## src/design/assert_macros.svh

```systemverilog
// Assertion macros shared by the credential table RTL.
`ifndef ASSERT_MACROS_SVH
`define ASSERT_MACROS_SVH

// Check that a condition implies another in the same cycle.
`define ASSERT_IMPL(label, clk, rst_n, cond, expr) \
    label: assert property (@(posedge clk) disable iff (!rst_n) (cond) |-> (expr)) \
        else $error("assertion failed");

// Check that a condition implies another in the following cycle.
`define ASSERT_NEXT(label, clk, rst_n, cond, expr) \
    label: assert property (@(posedge clk) disable iff (!rst_n) (cond) |=> (expr)) \
        else $error("assertion failed");

`endif

```

## src/design/cmt_pkg.sv

```systemverilog
// Types and constants for the credential match table.
package cmt_pkg;

    localparam int KEY_W    = 32;
    localparam int ID_W     = 8;
    localparam int ACTION_W = 3;
    localparam int VERDICT_W = 2;

    // Action codes
    localparam logic [ACTION_W-1:0] ACT_REGISTER = 3'd0;
    localparam logic [ACTION_W-1:0] ACT_REMOVE   = 3'd1;
    localparam logic [ACTION_W-1:0] ACT_VERIFY   = 3'd2;
    localparam logic [ACTION_W-1:0] ACT_TOGGLE   = 3'd3;
    localparam logic [ACTION_W-1:0] ACT_QUERY    = 3'd4;
    localparam logic [ACTION_W-1:0] ACT_CLEAR    = 3'd5;

    // Verdict codes
    localparam logic [VERDICT_W-1:0] VERDICT_UNKNOWN = 2'd0;
    localparam logic [VERDICT_W-1:0] VERDICT_USER    = 2'd1;
    localparam logic [VERDICT_W-1:0] VERDICT_ADMIN   = 2'd2;

    localparam logic [ID_W-1:0]  ID_FIRST      = 8'd1;
    localparam logic [KEY_W-1:0] ADMIN_KEY_RST = 32'h3030_3030;

    // Request travelling along the row of cells, with its running result
    typedef struct packed {
        logic                vld;
        logic [ACTION_W-1:0] action;
        logic [KEY_W-1:0]    key;
        logic                done;   // slot taken or first match already seen
        logic                found;
        logic [ID_W-1:0]     uid;    // carries the new id on register
        logic                ustat;
    } t_pkt;

endpackage

```

## src/design/cmt_cell.sv

```systemverilog
// One slot of the credential table, acting on the request as it passes.
module cmt_cell (
    input  logic          i_clk,
    input  logic          i_rst_n,
    input  logic          i_adv,
    input  cmt_pkg::t_pkt i_pkt,
    output cmt_pkg::t_pkt o_pkt
);

    logic                       r_valid;
    logic                       n_valid;
    logic [cmt_pkg::KEY_W-1:0]  r_key;
    logic [cmt_pkg::KEY_W-1:0]  n_key;
    logic [cmt_pkg::ID_W-1:0]   r_id;
    logic [cmt_pkg::ID_W-1:0]   n_id;
    logic                       r_status;
    logic                       n_status;
    cmt_pkg::t_pkt              r_pkt;
    cmt_pkg::t_pkt              n_pkt;
    logic                       w_match;

    assign w_match = r_valid && (r_key == i_pkt.key);

    // Apply the request to this slot and update the running result
    always_comb begin
        n_pkt    = i_pkt;
        n_valid  = r_valid;
        n_key    = r_key;
        n_id     = r_id;
        n_status = r_status;
        if (i_pkt.vld) begin
            case (i_pkt.action)
                cmt_pkg::ACT_REGISTER: begin
                    if (!i_pkt.done && !r_valid) begin
                        n_valid     = 1'b1;
                        n_key       = i_pkt.key;
                        n_id        = i_pkt.uid;
                        n_status    = 1'b0;
                        n_pkt.done  = 1'b1;
                        n_pkt.found = 1'b1;
                    end
                end
                cmt_pkg::ACT_REMOVE: begin
                    if (w_match) begin
                        n_valid = 1'b0;
                        if (!i_pkt.done) begin
                            n_pkt.done  = 1'b1;
                            n_pkt.found = 1'b1;
                            n_pkt.uid   = r_id;
                        end
                    end
                end
                cmt_pkg::ACT_VERIFY, cmt_pkg::ACT_QUERY: begin
                    if (w_match && !i_pkt.done) begin
                        n_pkt.done  = 1'b1;
                        n_pkt.found = 1'b1;
                        n_pkt.uid   = r_id;
                        n_pkt.ustat = r_status;
                    end
                end
                cmt_pkg::ACT_TOGGLE: begin
                    if (w_match && !i_pkt.done) begin
                        n_status    = ~r_status;
                        n_pkt.done  = 1'b1;
                        n_pkt.found = 1'b1;
                        n_pkt.uid   = r_id;
                        n_pkt.ustat = ~r_status;
                    end
                end
                cmt_pkg::ACT_CLEAR: begin
                    n_valid = 1'b0;
                end
                default: begin
                end
            endcase
        end
    end

    // Hold the slot valid bit and the outgoing request
    always_ff @(posedge i_clk) begin
        if (!i_rst_n) begin
            r_valid <= 1'b0;
            r_pkt   <= '0;
        end else if (i_adv) begin
            r_valid <= n_valid;
            r_pkt   <= n_pkt;
        end
    end

    // Hold the slot contents
    always_ff @(posedge i_clk) begin
        if (i_adv) begin
            r_key    <= n_key;
            r_id     <= n_id;
            r_status <= n_status;
        end
    end

    assign o_pkt = r_pkt;

endmodule

```

## src/design/credential_match_table.sv

```systemverilog
// Credential match table: a row of user slots scanned by a travelling request.
//
// Usage:
//   Slave stream (i_s_*): one request per transfer, tdata = {key, action}.
//   Master stream (o_m_*): one result per request, tdata = {table_full,
//   user_id, user_status, verdict, found}.
//   Config channel (i_cfg_*): writes the administrator key; ready only while
//   no request is in flight, and a pending write holds off new requests.
// Timing:
//   A request steps through TABLE_ROWS-1 slot cells, one cell per cycle
//   unless the row is stalled, and lands in the output register. One
//   request is in the row at a time, so a new one is taken only once the
//   previous result is registered.
// Reset:
//   All slots become free, the next id returns to 1 and the administrator
//   key returns to ASCII "0000". No scan of the slot store is needed.
// Stall:
//   A held result does not block input; a request reaching the end of the
//   row waits in the last cell until the output register frees.
`include "assert_macros.svh"

module credential_match_table #(
    parameter int TABLE_ROWS = 16
) (
    input  logic        i_clk,
    input  logic        i_rst_n,
    // Request stream
    input  logic        i_s_tvalid,
    output logic        o_s_tready,
    input  logic [39:0] i_s_tdata,   // [2:0] action, [34:3] key, [39:35] zero
    // Result stream
    output logic        o_m_tvalid,
    input  logic        i_m_tready,
    output logic [15:0] o_m_tdata,   // [0] found, [2:1] verdict, [3] user_status,
                                     // [11:4] user_id, [12] table_full, [15:13] zero
    // Administrator key write channel
    input  logic        i_cfg_valid,
    output logic        o_cfg_ready,
    input  logic [31:0] i_cfg_data   // admin_key
);

    localparam int USER_SLOTS = TABLE_ROWS - 1;

    cmt_pkg::t_pkt                  w_pkt [0:USER_SLOTS];
    cmt_pkg::t_pkt                  w_end;
    logic                           w_adv;
    logic                           w_s_xfer;
    logic                           w_exit;
    logic [USER_SLOTS-1:0]          w_stage_vld;

    logic                           r_busy;
    logic                           r_out_vld;
    logic [15:0]                    r_out_data;
    logic [15:0]                    n_out_data;
    logic [cmt_pkg::ID_W-1:0]       r_next_id;
    logic [cmt_pkg::KEY_W-1:0]      r_admin_key;

    logic                           w_found;
    logic [cmt_pkg::VERDICT_W-1:0]  w_verdict;
    logic                           w_ustat;
    logic [cmt_pkg::ID_W-1:0]       w_uid;
    logic                           w_full;

    // Hold off requests while a key write waits; take key writes only when idle
    assign o_s_tready  = !r_busy && !i_cfg_valid;
    assign w_s_xfer    = i_s_tvalid && o_s_tready;
    assign o_cfg_ready = !r_busy;
    assign w_end       = w_pkt[USER_SLOTS];
    assign w_adv       = !(w_end.vld && r_out_vld && !i_m_tready);
    assign w_exit      = w_end.vld && w_adv;

    // Build the request entering the first cell
    always_comb begin
        w_pkt[0].vld    = w_s_xfer;
        w_pkt[0].action = i_s_tdata[2:0];
        w_pkt[0].key    = i_s_tdata[34:3];
        w_pkt[0].done   = 1'b0;
        w_pkt[0].found  = 1'b0;
        w_pkt[0].uid    = (i_s_tdata[2:0] == cmt_pkg::ACT_REGISTER) ? r_next_id : '0;
        w_pkt[0].ustat  = 1'b0;
    end

    // Row of slot cells
    for (genvar g = 0; g < USER_SLOTS; g++) begin : g_cell
        cmt_cell u_cell (
            .i_clk   (i_clk),
            .i_rst_n (i_rst_n),
            .i_adv   (w_adv),
            .i_pkt   (w_pkt[g]),
            .o_pkt   (w_pkt[g+1])
        );
        assign w_stage_vld[g] = w_pkt[g+1].vld;
    end

    // Finish the result at the end of the row
    always_comb begin
        w_found   = w_end.found;
        w_verdict = cmt_pkg::VERDICT_UNKNOWN;
        w_ustat   = w_end.ustat;
        w_uid     = w_end.uid;
        w_full    = 1'b0;
        case (w_end.action)
            cmt_pkg::ACT_REGISTER: begin
                if (!w_end.done) begin
                    w_full  = 1'b1;
                    w_found = 1'b0;
                    w_uid   = '0;
                end
            end
            cmt_pkg::ACT_VERIFY: begin
                if (w_end.key == r_admin_key) begin
                    w_found   = 1'b1;
                    w_verdict = cmt_pkg::VERDICT_ADMIN;
                end else if (w_end.found) begin
                    w_verdict = cmt_pkg::VERDICT_USER;
                end
            end
            default: begin
            end
        endcase
        n_out_data = {3'b000, w_full, w_uid, w_ustat, w_verdict, w_found};
    end

    // Control: busy flag, output valid, id counter, admin key
    always_ff @(posedge i_clk) begin
        if (!i_rst_n) begin
            r_busy      <= 1'b0;
            r_out_vld   <= 1'b0;
            r_next_id   <= cmt_pkg::ID_FIRST;
            r_admin_key <= cmt_pkg::ADMIN_KEY_RST;
        end else begin
            if (w_s_xfer) begin
                r_busy <= 1'b1;
            end else if (w_exit) begin
                r_busy <= 1'b0;
            end
            if (w_exit) begin
                r_out_vld <= 1'b1;
            end else if (i_m_tready) begin
                r_out_vld <= 1'b0;
            end
            if (w_exit && w_end.action == cmt_pkg::ACT_REGISTER && w_end.done) begin
                r_next_id <= r_next_id + 1'b1;
            end else if (w_exit && w_end.action == cmt_pkg::ACT_CLEAR) begin
                r_next_id <= cmt_pkg::ID_FIRST;
            end
            if (i_cfg_valid && o_cfg_ready) begin
                r_admin_key <= i_cfg_data;
            end
        end
    end

    // Output payload
    always_ff @(posedge i_clk) begin
        if (w_exit) begin
            r_out_data <= n_out_data;
        end
    end

    assign o_m_tvalid = r_out_vld;
    assign o_m_tdata  = r_out_data;

    // Only one request travels the row at a time
    `ASSERT_IMPL(a_one_in_row, i_clk, i_rst_n, 1'b1, $countones(w_stage_vld) <= 1)
    // A request in the row always has the input side closed
    `ASSERT_IMPL(a_busy_in_row, i_clk, i_rst_n, w_stage_vld != '0, r_busy)
    // An accepted request closes the input side next cycle
    `ASSERT_NEXT(a_busy_after_xfer, i_clk, i_rst_n, w_s_xfer, r_busy)
    // A full table reports no id and no match
    `ASSERT_IMPL(a_full_clean, i_clk, i_rst_n, o_m_tvalid && o_m_tdata[12],
        o_m_tdata[11:0] == 12'd0)

endmodule

```

## config.mk

```make
export PLATFORM = sky130hd
export DESIGN_NAME = credential_match_table
export DESIGN_NICKNAME = d
export VERILOG_FILES = /design/src/design/cmt_pkg.sv /design/src/design/cmt_cell.sv /design/src/design/credential_match_table.sv
export VERILOG_INCLUDE_DIRS = /design/src /design/src/design
export SDC_FILE = /design/constraint.sdc
export NUM_CORES = 2
export LEC_CHECK = 0
export BUFFER_PORTS_ARGS = -buffer_cell sky130_fd_sc_hd__buf_2
export CAP_MARGIN = 20
export CORE_ASPECT_RATIO = 0.8
export CORE_MARGIN = 5
export CORE_UTILIZATION = 67
export CTS_CLUSTER_SIZE = 30
export DETAILED_ROUTE_END_ITERATION = 8
export PLACE_DENSITY = 0.81
export SYNTH_ARGS = -nofsm -noshare
export SYNTH_HDL_FRONTEND = slang
export SYNTH_SLANG_ARGS = --single-unit
```

## constraint.sdc

```tcl
create_clock -name i_clk -period 15.7 [get_ports i_clk]
set_clock_uncertainty 0.15 [all_clocks]
set_input_delay 3.14 -clock i_clk [delete_from_list [all_inputs] [get_ports i_clk]]
set_output_delay 3.14 -clock i_clk [all_outputs]
set_load 0.05 [all_outputs]
```

==> results.cfg <==
[status]
status = finished clean

[global_route]
antenna_found_initial = 0
grtUsageTotal_pct = 27.1
grt_max_degree = 250
grt_overflow = 0
grt_pass1_wl_mm = 199
grt_pass1_vias = 36377

[placement]
portBuffers = 87
preCtsSetupSlack_ns = 8.77
post_dp_cell_area_um2 = 57100
finalWeightedCongestion = 0.884
dp_hpwl_mm = 78.5

[drt]
drtPass1Iterations = 6
num_vias = 38302
drt_iter0_drc = 4411
route.detailed.drc = 0
drt_wl_total_mm = 123
via_per_inst = 5.98
wire_per_inst_um = 19.2
postRouteAntennaNets = 0

[die]
die_area_um2 = 89500
die_w_um = 333
rows = 94
ioPinCount = 96
start_util_pct = 67.8
core_um2 = 82600
die_h_um = 269

[logic_synthesis]
yosysWarnings = 0
seq_area_frac_synth_pct = 60.4
synth.cell_area_um2 = 56000
syn_inst = 5236
synth_compound_area_share_pct = 12.7
synthSimpleGateAreaFrac_pct = 16.2
synth_xor_area_share_pct = 8.12
synth_top_family_by_area = simple AND/OR/NAND/NOR gates
ys_async_sr_fraction_pct = 0
synth-edff-count = 628
synth_seq_cells = 1375
avgSynthCellArea_um2 = 10.7
synth_mux_area_share_pct = 0.183
yosysUniqueCellTypes = 84
ys.flop_type = dfxtp_1
synthAdderAreaFrac_pct = 0.0402

[min_path]
worstHoldEndpoint = g_cell[13].u_cell.r_id[0]
hp-class = register to register
hp-start = g_cell[12].u_cell.o_pkt[1]
holdPathStages = 0

[final_layout]
final_nets = 5267
layout-drive-gt1-share_pct = 7.23
design_area_um2 = 61500
area_delta_synth_final_pct = 9.78
layout_common_cells = nand2_1 (1,211), dfxtp_1 (747), edfxtp_1 (628)
final_util_pct = 74.5
final_common_cell = nand2_1
n_antenna_cell = 0
nFillCells = 5582

[timing]
slew_violations = 0
setup_ws_ns = 8.75
hold_viol_final = 0
period_minus_slack_ns = 6.95
finalSetupTns_ns = 0
relSlewSlack_pct = 27.1
rsz0062_at_grt = false
finalSetupViolCount = 0
tightest_slew_ns = 1.09
min_period_over_period_pct = 44.3
timing.fmax_mhz = 144

[critical_path]
r2r_end = g_cell[11].u_cell.r_key[22]
crit_path_start_kind = input port
slowest_delay_ns = 0.28
cp-end-kind = primary output
crit_path_top_delay_cell = buf_2
crit_type = input port to primary output
regToRegSetupSlack_ns = 11.96
cp_num_buf_inv = 2
cp.arrival_ns = 3.66
crit_path_max_fanout = 3
r2r-start = g_cell[14].u_cell.o_pkt[46]
ff2ff_path_depth = 7
path_delay_family = buffers and inverters
critical_path.most_common_cell = buf_2
cp.required_ns = 12.41
path_cells = buf_2 -> nor2_1 -> buf_2
critPathLaunch = i_cfg_valid

[clocking]
clock_latency_ns = 0.73
cts_sinks = 1375
post_cts_buffers = 0
cts_tree = done
cts_resized = 0
hold_buffers = 0
clockBufferDepth = 3
h-tree-depth = 4
cts_inserted_buffers = 132
clk_pin_slew_ns = 0.06
clock-root-buffer = clkbuf_16

[flow_run]
maxCapViolations = 0

[pwr]
leakagePower_uw = 0.0215
peakVddDrop_v = 0.0000982
p_total_uw = 7080
p_per_area_nw_per_um2 = 115
[layer usage]
layer | share of wire, % | global-route usage (%) | routed length, um | vias to the layer above
met2 | 44 | 40.3 | 54100 | 1359
met5 | 0 | 0 | 0 | -
met1 | 47 | 42.6 | 57300 | 18615
met4 | 1.4 | 6.02 | 1760 | 0
met3 | 7.7 | 4.25 | 9490 | 149
li1 | - | - | - | 18179
[synth_stat cells (12+ instances only)]
master     instances  share of area (%)
nor2b_1           33               0.37
nand4b_1          15               0.23
o21ai_0          152                1.4
a31oi_1           26               0.29
edfxtp_1         628                 34
o311a_1           17               0.30
buf_1             28               0.19
nand2b_1          42               0.47
xor2_1           456                7.1
a2111oi_0         12               0.19
a21boi_0         570                7.6
nor3b_1           12               0.16
nand3_1           60               0.54
nand4_1           38               0.42
a211oi_1          95                1.3
clkbuf_1         267                1.8
a21oi_1           31               0.28
and2_1            16               0.18
nor2_1           186                1.2
nor4_1           148                1.7
xnor2_1           63               0.99
inv_1             21               0.14
or3_1             19               0.21
dfxtp_1          747                 27
nand2_1         1211                8.1
o21a_1            27               0.36
nor3_1           153                1.4
[cells by family (layout without fill, tap and decap cells)]
family / after synthesis / after routing
xor gates and xnor gates: 519 / 519
and+or+nand+nor: 2002 / 2002
other: 1 / 3
adders and majority gates: 2 / 2
DFF: 1375 / 1375
muxes: 10 / 10
buffers and inverters: 337 / 398
AOI/OAI and AO/OA: 990 / 990
[power breakdown]
| group | leakage (uW) | switching (uW) | internal (uW) |
|---|---|---|---|
| Sequential | 0.0118 | 35.7 | 3750 |
| Combinational | 0.00758 | 90.4 | 68.7 |
| Clock | 0.00211 | 1340 | 1790 |
[registers in the layout, indices dropped and copies added, names as in the netlist]
register and cells:
r_next_id 8, o_m_tvalid 1, g_cell.u_cell.o_pkt 690, r_busy 1, g_cell.u_cell.r_valid 15, g_cell.u_cell.r_status 15, g_cell.u_cell.r_id 120, r_admin_key 32
o_m_tdata 13, g_cell.u_cell.r_key 480
[stage by stage]
step | cells | hold WS, ns
5_1_grt | 6403 | 0.309
3_3_place_gp | 6151 | 0.281
2_1_floorplan | 5238 | 0.258
6_report | 6403 | 0.298
3_5_place_dp | 6153 | 0.284
4_1_cts | 6397 | 0.298
[how the worst max path moves through the flow]
stage | end | slack (ns) | depth (start not counted)
3_5_place_dp | o_s_tready | 8.77 | 3
5_1_grt | o_s_tready | 8.72 | 3
4_1_cts | o_s_tready | 8.77 | 3
3_3_place_gp | o_s_tready | 8.79 | 3
2_1_floorplan | g_cell[14].u_cell.r_id[0] | 6.89 | 5
6_report | o_s_tready | 8.75 | 3
[final cells by class]
class                   instances  area, um2  share of cell area (%)
flip-flops and latches       1375      33800                    55.0
multi-input cells            3526      21000                    34.1
clock buffers                 208       4020                    6.55
repair buffers                133        933                    1.52
well taps                    1104       1380                    2.25
inverters                      21       78.8                   0.128
clock inverters                36        277                   0.450
Note: power is estimated with default switching activity, not from simulation.
